**config.mk**
```make
export PLATFORM = sky130hd
export DESIGN_NAME = moving_average_hysteresis_alarm
export DESIGN_NICKNAME = d
export VERILOG_FILES = /design/src/rtl/mah_pkg.sv /design/src/rtl/mah_alarm.sv /design/src/rtl/moving_average_hysteresis_alarm.sv
export SDC_FILE = /design/constraint.sdc
export NUM_CORES = 1
export LEC_CHECK = 0
export ABC_AREA = 0
export BUFFER_PORTS_ARGS = -buffer_cell sky130_fd_sc_hd__buf_2
export CAP_MARGIN = 5
export CORE_ASPECT_RATIO = 1.2
export CORE_MARGIN = 2
export CORE_UTILIZATION = 34
export DETAILED_ROUTE_END_ITERATION = 7
export PLACE_DENSITY = 0.48
export SYNTH_ARGS = -nofsm -noshare
export SYNTH_HDL_FRONTEND = slang
export SYNTH_SLANG_ARGS = --single-unit
export TNS_END_PERCENT = 1
```
**constraint.sdc**
```tcl
create_clock -name clk_i -period 6.08 [get_ports clk_i]
set_input_delay 0.304 -clock clk_i [delete_from_list [all_inputs] [get_ports clk_i]]
set_output_delay 0.304 -clock clk_i [all_outputs]
set_load 0.05 [all_outputs]
```
**src/rtl/mah_pkg.sv**
```systemverilog
// mah_pkg: shared constants, types and helpers of the moving average alarm
// used by mah_alarm and moving_average_hysteresis_alarm; no dependencies

package mah_pkg;

  // averaging window length and used sample width
  localparam int unsigned WINDOW      = 16;
  localparam int unsigned SAMPLE_BITS = 12;

  // fixed widths of the port fields
  localparam int unsigned IN_W  = 12;
  localparam int unsigned AVG_W = 12;
  localparam int unsigned THR_W = 12;

  // derived widths
  localparam int unsigned POS_W = (WINDOW > 1) ? $clog2(WINDOW) : 1;
  localparam int unsigned SUM_W = SAMPLE_BITS + $clog2(WINDOW);
  localparam int unsigned CMP_W = (SUM_W > THR_W) ? SUM_W : THR_W;

  // threshold handling
  localparam logic [THR_W-1:0] HYST_MARGIN     = THR_W'(20);
  localparam logic [THR_W-1:0] THRESHOLD_RESET = THR_W'(500);

  // largest value the running sum can reach
  localparam logic [SUM_W-1:0] SUM_MAX = SUM_W'(WINDOW * ((2 ** SAMPLE_BITS) - 1));

  // alarm decision for one item
  typedef struct packed {
    logic active;
    logic changed;
  } alarm_t;

  // keep only the used low bits of a raw reading
  function automatic logic [SAMPLE_BITS-1:0] to_sample(input logic [IN_W-1:0] raw);
    logic [31:0] wide;
    wide = 32'(raw);
    return wide[SAMPLE_BITS-1:0];
  endfunction

endpackage

```
**src/rtl/mah_alarm.sv**
```systemverilog
// mah_alarm: hysteresis comparator deciding the next alarm flag
// depends on mah_pkg

module mah_alarm (
  input  logic [mah_pkg::CMP_W-1:0] avg_i,
  input  logic [mah_pkg::THR_W-1:0] threshold_i,
  input  logic                      flag_i,
  output mah_pkg::alarm_t           alarm_o
);

  logic [mah_pkg::THR_W-1:0] margin;
  logic [mah_pkg::THR_W-1:0] release_lvl;
  logic                      set_hit;
  logic                      clr_hit;

  // margin drops to zero when it would exceed the threshold
  assign margin      = (mah_pkg::HYST_MARGIN > threshold_i) ? '0 : mah_pkg::HYST_MARGIN;
  assign release_lvl = threshold_i - margin;
  assign set_hit     = (avg_i >= mah_pkg::CMP_W'(threshold_i));
  assign clr_hit     = (avg_i <  mah_pkg::CMP_W'(release_lvl));

  always_comb begin
    alarm_o.active = flag_i;
    priority if (!flag_i && set_hit) begin
      alarm_o.active = 1'b1;
    end else if (flag_i && clr_hit) begin
      alarm_o.active = 1'b0;
    end else begin
      alarm_o.active = flag_i;
    end
    alarm_o.changed = (alarm_o.active != flag_i);
  end

endmodule

```
**src/rtl/moving_average_hysteresis_alarm.sv**
```systemverilog
// moving_average_hysteresis_alarm: top level, sample ring, running sum and result register
// depends on mah_pkg and mah_alarm

// usage
// - input channel: in_valid_i / in_stall_o carry one converter sample per item
//   on sample_i; an item is taken at a clock edge with valid high and stall low
// - output channel: out_valid_o / out_stall_i carry one result per item:
//   average_level_o, alarm_active_o and alarm_changed_o
// - cfg_we_i writes cfg_wdata_i into the alarm threshold at the clock edge;
//   write it only while no item is in flight
// - two register stages: an accepted item sits in the input register, then the
//   ring update, sum, divide by the window and hysteresis compare run
//   combinationally into the result register; out_valid_o rises when the item
//   moves from the input register into the result register, a move that waits
//   while the receiver stalls a pending result; throughput one item per cycle while out_stall_i is low
// - the running sum loop (old ring entry out, new sample in) sets the rate:
//   it closes combinationally from sum_q through sum_d back into sum_q
// - when the receiver stalls, the result register holds; the input register
//   still takes one more item, after which in_stall_o rises
// - reset (rst_ni low, asynchronous) empties both stages, zeroes the ring, the
//   sum, the write position and the alarm flag, and sets the threshold to 500

module moving_average_hysteresis_alarm (
  input  logic                      clk_i,
  input  logic                      rst_ni,
  // configuration
  input  logic                      cfg_we_i,
  input  logic [mah_pkg::THR_W-1:0] cfg_wdata_i,
  // input channel
  input  logic                      in_valid_i,
  output logic                      in_stall_o,
  input  logic [mah_pkg::IN_W-1:0]  sample_i,
  // output channel
  output logic                      out_valid_o,
  input  logic                      out_stall_i,
  output logic [mah_pkg::AVG_W-1:0] average_level_o,
  output logic                      alarm_active_o,
  output logic                      alarm_changed_o
);

  // threshold register
  logic [mah_pkg::THR_W-1:0] thr_q;

  // input register
  logic                            in_valid_q;
  logic [mah_pkg::SAMPLE_BITS-1:0] sample_q;

  // averaging state
  logic [mah_pkg::SAMPLE_BITS-1:0] ring_q [mah_pkg::WINDOW];
  logic [mah_pkg::SUM_W-1:0]       sum_q, sum_d;
  logic [mah_pkg::POS_W-1:0]       pos_q, pos_d;
  logic                            alarm_q;

  // result register
  logic                      out_valid_q;
  logic [mah_pkg::AVG_W-1:0] avg_q;
  logic                      act_q;
  logic                      chg_q;

  logic                      out_free;
  logic                      advance;
  logic                      in_take;
  logic [mah_pkg::CMP_W-1:0] avg_d;
  mah_pkg::alarm_t           alarm_d;

  // handshake: result register frees up when empty or being taken
  assign out_free   = !out_valid_q || !out_stall_i;
  assign advance    = in_valid_q && out_free;
  assign in_stall_o = in_valid_q && !out_free;
  assign in_take    = in_valid_i && !in_stall_o;

  // sum update: drop the oldest sample, add the new one
  assign sum_d = sum_q - mah_pkg::SUM_W'(ring_q[pos_q]) + mah_pkg::SUM_W'(sample_q);
  assign pos_d = (pos_q == mah_pkg::POS_W'(mah_pkg::WINDOW - 1)) ? '0 : pos_q + 1'b1;
  assign avg_d = mah_pkg::CMP_W'(sum_d) / mah_pkg::CMP_W'(mah_pkg::WINDOW);

  mah_alarm u_alarm (
    .avg_i       (avg_d),
    .threshold_i (thr_q),
    .flag_i      (alarm_q),
    .alarm_o     (alarm_d)
  );

  always_ff @(posedge clk_i or negedge rst_ni) begin
    if (!rst_ni) begin
      thr_q <= mah_pkg::THRESHOLD_RESET;
    end else if (cfg_we_i) begin
      thr_q <= cfg_wdata_i;
    end
  end

  // input stage
  always_ff @(posedge clk_i or negedge rst_ni) begin
    if (!rst_ni) begin
      in_valid_q <= 1'b0;
    end else if (in_take) begin
      in_valid_q <= 1'b1;
    end else if (advance) begin
      in_valid_q <= 1'b0;
    end
  end

  always_ff @(posedge clk_i) begin
    if (in_take) begin
      sample_q <= mah_pkg::to_sample(sample_i);
    end
  end

  // ring, sum, write position and alarm flag move together with each item
  always_ff @(posedge clk_i or negedge rst_ni) begin
    if (!rst_ni) begin
      for (int i = 0; i < int'(mah_pkg::WINDOW); i++) begin
        ring_q[i] <= '0;
      end
      sum_q   <= '0;
      pos_q   <= '0;
      alarm_q <= 1'b0;
    end else if (advance) begin
      ring_q[pos_q] <= sample_q;
      sum_q         <= sum_d;
      pos_q         <= pos_d;
      alarm_q       <= alarm_d.active;
    end
  end

  // result stage
  always_ff @(posedge clk_i or negedge rst_ni) begin
    if (!rst_ni) begin
      out_valid_q <= 1'b0;
    end else if (advance) begin
      out_valid_q <= 1'b1;
    end else if (!out_stall_i) begin
      out_valid_q <= 1'b0;
    end
  end

  always_ff @(posedge clk_i) begin
    if (advance) begin
      avg_q <= avg_d[mah_pkg::AVG_W-1:0];
      act_q <= alarm_d.active;
      chg_q <= alarm_d.changed;
    end
  end

  assign out_valid_o     = out_valid_q;
  assign average_level_o = avg_q;
  assign alarm_active_o  = act_q;
  assign alarm_changed_o = chg_q;

`ifndef SYNTHESIS
  // the pending result always shows the current alarm flag
  a_flag_matches : assert property (@(posedge clk_i) disable iff (!rst_ni)
    out_valid_q |-> (act_q == alarm_q))
    else $error("result alarm flag differs from alarm state");

  // running sum stays within the window's full scale
  a_sum_bound : assert property (@(posedge clk_i) disable iff (!rst_ni)
    sum_q <= mah_pkg::SUM_MAX)
    else $error("running sum out of range");

  // an item leaving the input register lands in the result register
  a_advance_lands : assert property (@(posedge clk_i) disable iff (!rst_ni)
    advance |=> out_valid_q)
    else $error("processed item lost");

  // a change pulse always comes with a flag that differs from the one before
  a_change_flip : assert property (@(posedge clk_i) disable iff (!rst_ni)
    advance |=> (chg_q == (alarm_q != $past(alarm_q))))
    else $error("change pulse does not match flag transition");
`endif

endmodule
```
After elaboration in Yosys (flattened, before gate mapping)
Index checks and enable logic that the tools add are counted.
{"block": "word_totals", "ff_bits": 253, "wordCells": 66}
{"block": "op_classes", "n_addsub": 4, "order_cmp": 5, "n_eq_ne": 3, "n_mux": 14, "bitwise_logic": 1, "n_reduce_logical": 13}
{"op": "$bwmux 192", "n": 1}
{"op": "$bmux 12 s4", "n": 1}
{"op": "$demux 12 s4", "n": 1}
{"op": "$mux 12", "n": 3}
{"op": "$add 16x12->16", "n": 1}
{"op": "$sub 16x12->16", "n": 1}
{"op": "$ge 12x12->1", "n": 1}
{"op": "$gt 5x12->1 const A", "n": 1}
{"op": "$lt 12x12->1", "n": 1}
{"op": "$sub 12x12->12", "n": 1}
{"op": "$logic_and 1x1->1", "n": 6}
{"op": "$mux 1", "n": 6}
{"op": "$ge 5x5->1 const B", "n": 1}
{"op": "$logic_not 1->1", "n": 5}
{"op": "$lt 5x1->1 const B", "n": 1}
{"op": "$mux 5", "n": 1}
{"op": "$not 4->5", "n": 1}
{"op": "$add 4x1->4 const B", "n": 1}
{"op": "$eq 4x4->1 const B", "n": 1}
{"op": "$mux 4", "n": 1}
{"op": "$ne 2x1->1 const B", "n": 1}
{"op": "$reduce_bool 2->1", "n": 1}
{"op": "$logic_or 1x1->1", "n": 1}
{"op": "$ne 1x1->1", "n": 1}

Logic depth before layout (Yosys ltp)
Gate-level depths: netlist (run 1).
{"block": "logic_depth", "ltp_word": 11, "mapped_depth": 20}

By module
Synthesis (run 1) repeated with hierarchy kept, for this count alone.
{"block": "unflattened", "cells_unflattened": 1101, "hier_area_um2": 12341.8}
{"mod": "moving_average_hysteresis_alarm", "n_inst": 1, "cells_each": 1000, "area_each_um2": 11582.4, "seq_area_each_um2": 6468.7}
{"mod": "mah_alarm", "n_inst": 1, "cells_each": 101, "area_each_um2": 759.5, "seq_area_each_um2": 0.0}

Worst setup path after synthesis (run 1)
Ideal clock, no wire load.
{"block": "synth_path", "path_kind": "reg2reg", "startpoint": "register pos_q[0] (netlist name)", "endpoint": "register alarm_q", "t_arrival_ps": 4719, "required_ps": 5959, "path_slack_ps": 1239, "stages_incl_launch_ff": 20, "period_less_slack_ps": 4841, "cell_sequence": "dfrtp_1 -> buf_2 -> buf_6 -> mux4_2 -> mux4_2 -> fa_1 -> inv_1 -> ha_1 -> a21oi_1 -> a21oi_1 -> o211ai_2 -> a31oi_1 -> or3_1 -> and2_1 -> ha_1 -> a21oi_1 -> o21ai_0 -> a211oi_1 -> nor3_1 -> o22a_1"}
{"block": "synth_between", "elab_chain_cells": 10}
{"element": "start: declaration", "line": "moving_average_hysteresis_alarm.sv:51", "text": "logic [mah_pkg::POS_W-1:0] pos_q, pos_d;"}
{"element": "start signal: assignment", "line": "moving_average_hysteresis_alarm.sv:121", "text": "pos_q <= pos_d;"}
{"element": "$not 4->5 (not written as such) *", "line": "moving_average_hysteresis_alarm.sv:73", "text": "assign sum_d = sum_q - mah_pkg::SUM_W'(ring_q[pos_q]) + mah_pkg::SUM_W'(sample_q);"}
{"element": "$bmux 12 s4 *", "line": "moving_average_hysteresis_alarm.sv:73"}
{"element": "$mux 12 (not written as such) * (2 in series)", "line": "moving_average_hysteresis_alarm.sv:73"}
{"element": "$sub 16x12->16 *", "line": "moving_average_hysteresis_alarm.sv:73"}
{"element": "$add 16x12->16 *", "line": "moving_average_hysteresis_alarm.sv:73"}
{"element": "net avg_d (one bit)", "line": "moving_average_hysteresis_alarm.sv:63", "text": "logic [mah_pkg::CMP_W-1:0] avg_d;"}
{"element": "$lt 12x12->1", "line": "mah_alarm.sv:20", "text": "assign clr_hit = (avg_i < mah_pkg::CMP_W'(release_lvl));"}
{"element": "$logic_and 1x1->1", "line": "mah_alarm.sv:26", "text": "end else if (flag_i && clr_hit) begin"}
{"element": "$mux 1", "line": "mah_alarm.sv:26"}
{"element": "$mux 1 *", "line": "mah_alarm.sv:24", "text": "priority if (!flag_i && set_hit) begin"}
{"element": "end signal: assignment", "line": "moving_average_hysteresis_alarm.sv:122", "text": "alarm_q <= alarm_d.active;"}
{"element": "end: declaration", "line": "moving_average_hysteresis_alarm.sv:52", "text": "logic alarm_q;"}
Mark *: on every way through the listed nets, which the timed path passes. The rest lies on a longest branch. The select of a mux whose other input is x is not followed.
A chain may end at the register's enable or synchronous reset.

Worst setup path in the final report (run 1)
Same ends and word-level chain as after synthesis.

==> impl_metrics.py, run 1 <==
metrics = {
    "run_status": {
        "outcome": "completed",
    },
    "synth": {
        "syn_avg_cell_area_um2": 11.18,
        "synth_area_leader_cell": "dfrtp_1",
        "yosysMostFrequentCell": "dfrtp_1",
        "synth.top_cells.by_area": "dfrtp_1 45%, mux4_2 11%, o21ai_0 8.6%",
        "syn-cell-area_um2": 12250,
        "yosys_warnings": 0,
        "synth_ff_type": "dfrtp_1",
        "ys_types": 52,
        "synth-seq-cells": 253,
        "ys_seq_area_share_pct": 52.80,
        "synth_cells": 1096,
        "synth_common_cells": "221 x dfrtp_1, 216 x nand2_1, 211 x o21ai_0, 70 x inv_1, 60 x mux4_2",
        "yosysTopAreaCellShare_pct": 45.14,
        "syn_nets": 1182,
        "synth_edf_count": 26,
        "ys_async_sr_fraction_pct": 89.72,
    },
    "placed_design": {
        "place_ws_ns": 0.3495,
        "dpl.hpwl_um": 21030,
        "place_congestion": 0.7923,
        "port_buffers": 44,
    },
    "detailed_routing": {
        "antenna_left": 0,
        "num_vias": 8081,
        "drt-total-wl_um": 31390,
        "viasPerCell": 4.912,
        "drt-pass1-iter-count": 5,
        "first_iter_violations": 409,
        "drc": 0,
        "drt-wirelength-per-cell_um": 19.08,
    },
    "timing": {
        "skew_ns": 0.01546,
        "finalSetupViolations": 0,
        "fin_tns_setup_ns": 0,
        "finalMaxSlewViolations": 0,
        "finalCritPeriodShare_pct": 91.53,
        "fmax_mhz": 179.7,
        "relSlewSlack_pct": 20.08,
        "tightestPinTransition_ns": 1.195,
        "layout_min_cycle_time_ns": 5.565,
        "final_hold_viol_count": 0,
        "setup_ws_ns": 0.5152,
        "rsz0062_at_grt": "no",
        "holdWs_ns": 0.03690,
    },
    "die": {
        "fp.dieW_um": 177.3,
        "core_um2": 35750,
        "start_util_pct": 34.27,
        "placementRows": 76,
        "pin_count": 45,
        "dieArea_um2": 37580,
        "die_y_um": 211.9,
    },
    "global_route": {
        "grt_pass1_wl_um": 49840,
        "grt_max_degree": 131,
        "grt_overflow": 0,
        "antenna_found_initial": 0,
        "grtUsageTotal_pct": 17.40,
        "grt_pass1_vias": 8439,
    },
    "worst_setup_path": {
        "path_cells": "buf_12 -> mux4_2 -> mux4_2 -> fa_1 -> inv_1 -> ha_1 -> a21oi_1 -> o21ai_0 -> a211oi_1 -> a21oi_1 -> o21ai_0 -> nor2b_1 -> ha_1 -> a21oi_1 -> o21ai_0 -> a211oi_1 -> nor3_1 -> o22a_1",
        "worst_ep_required_time_ns": 6.51,
        "critPathKind": "reg2reg",
        "worst_setup_path_start_kind": "register",
        "critPathMaxStageDelay_ns": 0.63,
        "critPathMaxFanout": 14,
        "end_kind": "register",
        "arrival_ns": 6.00,
        "cp_slowest_cell": "dfrtp_4",
    },
    "cells_and_area": {
        "seq_area_um2": 6474,
        "final_nets": 1241,
        "multi_input_area_um2": 5189,
        "fillers": 3481,
        "syn_to_final_growth_pct": 16.26,
        "antennaDiodeCount": 0,
        "layout-drive-gt1-share_pct": 17.84,
    },
    "clock_tree": {
        "h-tree-depth": 1,
        "cts_tree": "done",
        "cts-resized-gates": 0,
        "numClockSinks": 253,
        "clk_path_buf_depth": 3,
        "path_clk_slew_ns": 0.06,
        "cts_buffers": 29,
        "clk_root_buffer_cell": "clkbuf_16",
        "clk_latency_ns": 0.54,
    },
    "worst_hold_path": {
        "hold_path.class": "in2reg",
    },
    "flow_run": {
        "timing.max_cap.violations": 0,
    },
}
==> final timing paths <==
check | start | to | slack (ns) | depth (start not counted)
min reg2reg | ring_q[66] | ring_q[66] | 0.47 | 2
max in group asynchronous | rst_ni | ring_q[100] | 4.48 | 3
min in group asynchronous | rst_ni | thr_q[9] | 0.37 | 2
max | pos_q[0] | alarm_q | 0.52 | 18
max reg2reg | pos_q[0] | alarm_q | 0.52 | 18
min | out_stall_i | out_valid_o | 0.04 | 3
==> layout make-up <==
type / instances / area share [%]
Clock buffer: 43 / 6.026
Multi-Input combinational cell: 706 / 36.43
Sequential cell: 253 / 45.45
Inverter: 71 / 1.968
Timing Repair Buffer: 94 / 5.112
Clock inverter: 10 / 0.9048
Tap cell: 468 / 4.111
==> routing by layer <==
metal	global-route usage [%]	routed length, um	part of all wire [%]	vias to the layer above
met2	29.55	15210	48	144
met4	5.059	832	2.7	0
li1	-	-	-	3932
met1	23.04	14010	45	3958
met5	0	0	0	-
met3	2.676	1338	4.3	47
==> stage by stage <==
step                      util (%)  instance area, um^2  instances
after floorplan                  -                12250       1096
after global placement       36.27                12970       1565
after detailed placement     36.27                12970       1565
after CTS                    39.76                14220       1644
after global routing         39.84                14240       1645
final                        39.84                14240       1645
==> logic make-up after synthesis <==
logic type               Yosys count  share of synthesized area, %
AND/OR/NAND/NOR                  278                         9.416
XOR/XNOR                          22                         1.573
adder cells (fa/ha/maj)           57                         6.556
AO/OA/AOI/OAI                    268                         11.82
flip-flops                       253                         52.80
multiplexers                      81                         12.99
buffers and inverters            137                         4.851
==> registers in the layout (all words and copies together) (netlist names) <==
| name | count |
|---|---|
| ring_q | 192 |
| sum_q | 16 |
| average_level_o | 12 |
| sample_q | 12 |
| thr_q | 12 |
| pos_q | 4 |
| alarm_active_o | 1 |
| alarm_changed_o | 1 |
| alarm_q | 1 |
| in_valid_q | 1 |
| out_valid_o | 1 |
==> timing repair <==
| item | CTS | global route |
|---|---|---|
| hold buffers | 26 | 0 |
| setup buffers | 0 | 1 |
| endpoints found under the hold margin | 121 | 0 |
| endpoints found under the setup margin | 0 | 1 |
==> critical path: cells and delay by family, from the launching register on <==
| kind | cells | cell delay (ns) |
|---|---|---|
| AO/OA/AOI/OAI | 9 | 1.98 |
| adder cells (fa/ha/maj) | 3 | 1.20 |
| multiplexers | 2 | 1.03 |
| flip-flops | 1 | 0.63 |
| AND/OR/NAND/NOR | 2 | 0.35 |
| buffers and inverters | 2 | 0.26 |
==> layout by cell type (no fill, tap or decap), types with 4 or more instances in the layout <==
master         count
a21o_1             4
a21oi_1           21
buf_2             43
buf_4             20
clkbuf_1           6
clkbuf_16         29
clkbuf_8           8
clkinv_2           5
dfrtp_1          219
dfstp_2            6
dlygate4sd3_1     26
edfxtp_1          26
fa_1              12
ha_1              45
inv_1             70
mux2_2            20
mux4_2            60
nand2_1          216
nand3_1           16
nand4_1            7
nor2_1            11
nor2b_1            8
nor3_1             6
o21a_1             5
o21ai_0          211
xnor2_1           17
xor2_1             5
Power of run 1 is not shown: default switching activity piles up to over one toggle a cycle in this logic, so the estimate is an artifact.
==> inputs of run 2 (changes only) <==
--- a/config.mk
+++ b/config.mk
@@ -12,7 +12,6 @@
 export CORE_MARGIN = 2
 export CORE_UTILIZATION = 34
 export DETAILED_ROUTE_END_ITERATION = 7
-export PLACE_DENSITY = 0.48
 export SYNTH_ARGS = -nofsm -noshare
 export SYNTH_HDL_FRONTEND = slang
 export SYNTH_SLANG_ARGS = --single-unit
==> constraint.sdc (replaced) <==
create_clock -name clk_i -period 5.21 [get_ports clk_i]
set_input_delay 0.2605 -clock clk_i [delete_from_list [all_inputs] [get_ports clk_i]]
set_output_delay 0.2605 -clock clk_i [all_outputs]
set_load 0.05 [all_outputs]
==> run 2 against run 1 <==
Effect of this change:
- non-clock buffer count increased by 34
- first-iteration DRC count rose by 3.9%
- die area unchanged
- via count up 2.6%
- clock-buffer cell count is 1 lower
- critical path depth unchanged
- final cell count increased by 2.0%
- maximum frequency rose by 9.1%
- routed wire length is 5.7% lower
- core utilization increased by 1.8 points
- global-route usage fell by 1.4 points
- critical endpoint is now alarm_active_o
==> impl_metrics.py, run 2 (same netlist as run 1, synthesis figures left out) <==
metrics = {
    "worst_setup_path": {
        "worst_setup_path_start_kind": "register",
        "cp_slowest_cell": "fa_1",
        "path_cells": "buf_4 -> buf_12 -> mux4_2 -> mux4_2 -> fa_1 -> inv_2 -> fa_2 -> a21oi_4 -> o21bai_1 -> xnor2_1 -> buf_4 -> ha_1 -> nand2b_1 -> a21o_1 -> a211o_1 -> a21oi_2 -> nor2_1 -> o31a_1",
        "end_kind": "register",
        "crit_end": "alarm_active_o",
        "critPathMaxFanout": 7,
        "ff2ff_setup_slack_ns": 0.11,
        "arrival_ns": 5.40,
        "crit_start": "pos_q[0]",
        "timing.rr.start": "pos_q[0]",
        "critPathMaxStageDelay_ns": 0.55,
        "r2r_end": "alarm_active_o",
        "critPathKind": "reg2reg",
        "reg2reg_depth": 18,
        "worst_ep_required_time_ns": 5.51,
    },
    "global_route": {
        "grt_max_degree": 135,
        "grt_pass1_wl_um": 46690,
        "grt_pass1_vias": 8453,
        "grtUsageTotal_pct": 15.96,
        "antenna_found_initial": 0,
        "grt_overflow": 0,
    },
    "clock_tree": {
        "clk_root_buffer_cell": "clkbuf_16",
        "clk_latency_ns": 0.57,
        "clk_path_buf_depth": 3,
        "numClockSinks": 253,
        "path_clk_slew_ns": 0.06,
        "h-tree-depth": 1,
        "cts_buffers": 28,
        "cts_tree": "done",
    },
    "cells_and_area": {
        "postLayoutCellArea_um2": 14870,
        "antennaDiodeCount": 0,
        "layout-drive-gt1-share_pct": 23.14,
        "final_cell_mix": "219 x dfrtp_1, 216 x nand2_1, 205 x o21ai_0",
        "largest_register": "ring_q",
        "largest_reg_flops": 192,
        "final_common_cell": "dfrtp_1",
        "largest_registers": "ring_q (192), sum_q (16)",
        "syn_to_final_growth_pct": 21.41,
        "final_nets": 1274,
    },
    "detailed_routing": {
        "drt-pass1-iter-count": 5,
        "drc": 0,
        "first_iter_violations": 425,
        "drt-total-wl_um": 29590,
        "num_vias": 8290,
        "viasPerCell": 4.940,
        "antenna_left": 0,
        "drt-wirelength-per-cell_um": 17.63,
    },
    "timing": {
        "holdWs_ns": 0.08710,
        "skew_ns": 0.03169,
        "final_hold_viol_count": 0,
        "finalCritPeriodShare_pct": 97.87,
        "finalMaxSlewViolations": 0,
        "finalSetupViolations": 0,
        "setup_ws_ns": 0.1108,
        "layout_min_cycle_time_ns": 5.099,
        "fmax_mhz": 196.1,
        "relSlewSlack_pct": 20.99,
        "tightestPinTransition_ns": 1.182,
    },
    "worst_hold_path": {
        "min_from": "cfg_we_i",
        "hold_path.class": "in2reg",
    },
    "run_status": {
        "outcome": "completed",
    },
    "placed_design": {
        "port_buffers": 44,
        "dpl.hpwl_um": 19120,
        "place_congestion": 0.7899,
        "dpl-instance-area_um2": 13130,
        "place_ws_ns": -0.06933,
    },
    "die": {
        "core_um2": 35750,
        "die_y_um": 211.9,
        "fp.dieW_um": 177.3,
        "placementRows": 76,
        "pin_count": 45,
        "dieArea_um2": 37580,
        "start_util_pct": 34.27,
    },
    "flow_run": {
        "timing.max_cap.violations": 0,
    },
}
-- run 2: cell count changes in the layout (fill, tap and decap cells not counted), moves of 4 or more --
cell,previous run,this run
buf_4,20,43
a21oi_2,2,6
ha_2,0,4
o21ai_0,211,205
buf_12,3,8
ha_1,45,38
a21oi_1,21,14
-- run 2: layer usage --
| layer | vias up | track usage (%) | part of all wire (%) | wire length (um) |
|---|---|---|---|---|
| li1 | 3998 | - | - | - |
| met1 | 4087 | 21.18 | 43 | 12840 |
| met2 | 157 | 27.49 | 51 | 14960 |
| met3 | 48 | 1.850 | 3.4 | 997 |
| met4 | 0 | 4.635 | 2.7 | 789 |
| met5 | - | 0 | 0 | 0 |
-- run 2: cell type report --
type | instances | area, um^2
clock inverter | 10 | 157.7
sequential | 253 | 6474
inverter | 71 | 280.3
clock buffer | 42 | 854.6
fill | 3426 | 20880
tap | 468 | 585.6
timing repair buffer | 128 | 1095
multi-input combinational | 706 | 5428
-- run 2: worst max-delay path: cells and delay by family (launching register included) --
family | cells | cell delay (ns)
compound gates | 6 | 1.23
fa+ha+maj | 3 | 1.19
mux | 2 | 0.95
flops | 1 | 0.54
buf+inv | 4 | 0.51
xor+xnor | 1 | 0.20
simple gates | 2 | 0.19
-- run 2: metrics by stage --
stage	utilization (%)	TNS (ns)	cells
finish	41.60	0	1678
global route	41.60	-0.1433	1678
CTS	40.40	0	1661
detailed placement	36.71	-0.1151	1581
global placement	36.71	0	1581
floorplan	-	0	1096
-- run 2: worst min path at each step --
stage	to	slack, ns	cells past startpoint
2_1_floorplan	alarm_q	-0.04	0
3_3_place_gp	ring_q[151]	0.34	1
3_5_place_dp	ring_q[151]	0.34	1
4_1_cts	thr_q[4]	0.08	3
5_1_grt	thr_q[2]	0.12	3
6_report	thr_q[4]	0.09	3
-- run 2: timing repair --
item,in CTS,in global routing
hold buffers,28,0
hold endpoints to repair,119,0
setup buffers,0,14
cloned,0,3
setup endpoints to repair,3,3
resized for setup,5,47
pin swaps,0,22
Power of run 2 is left out for the same reason.
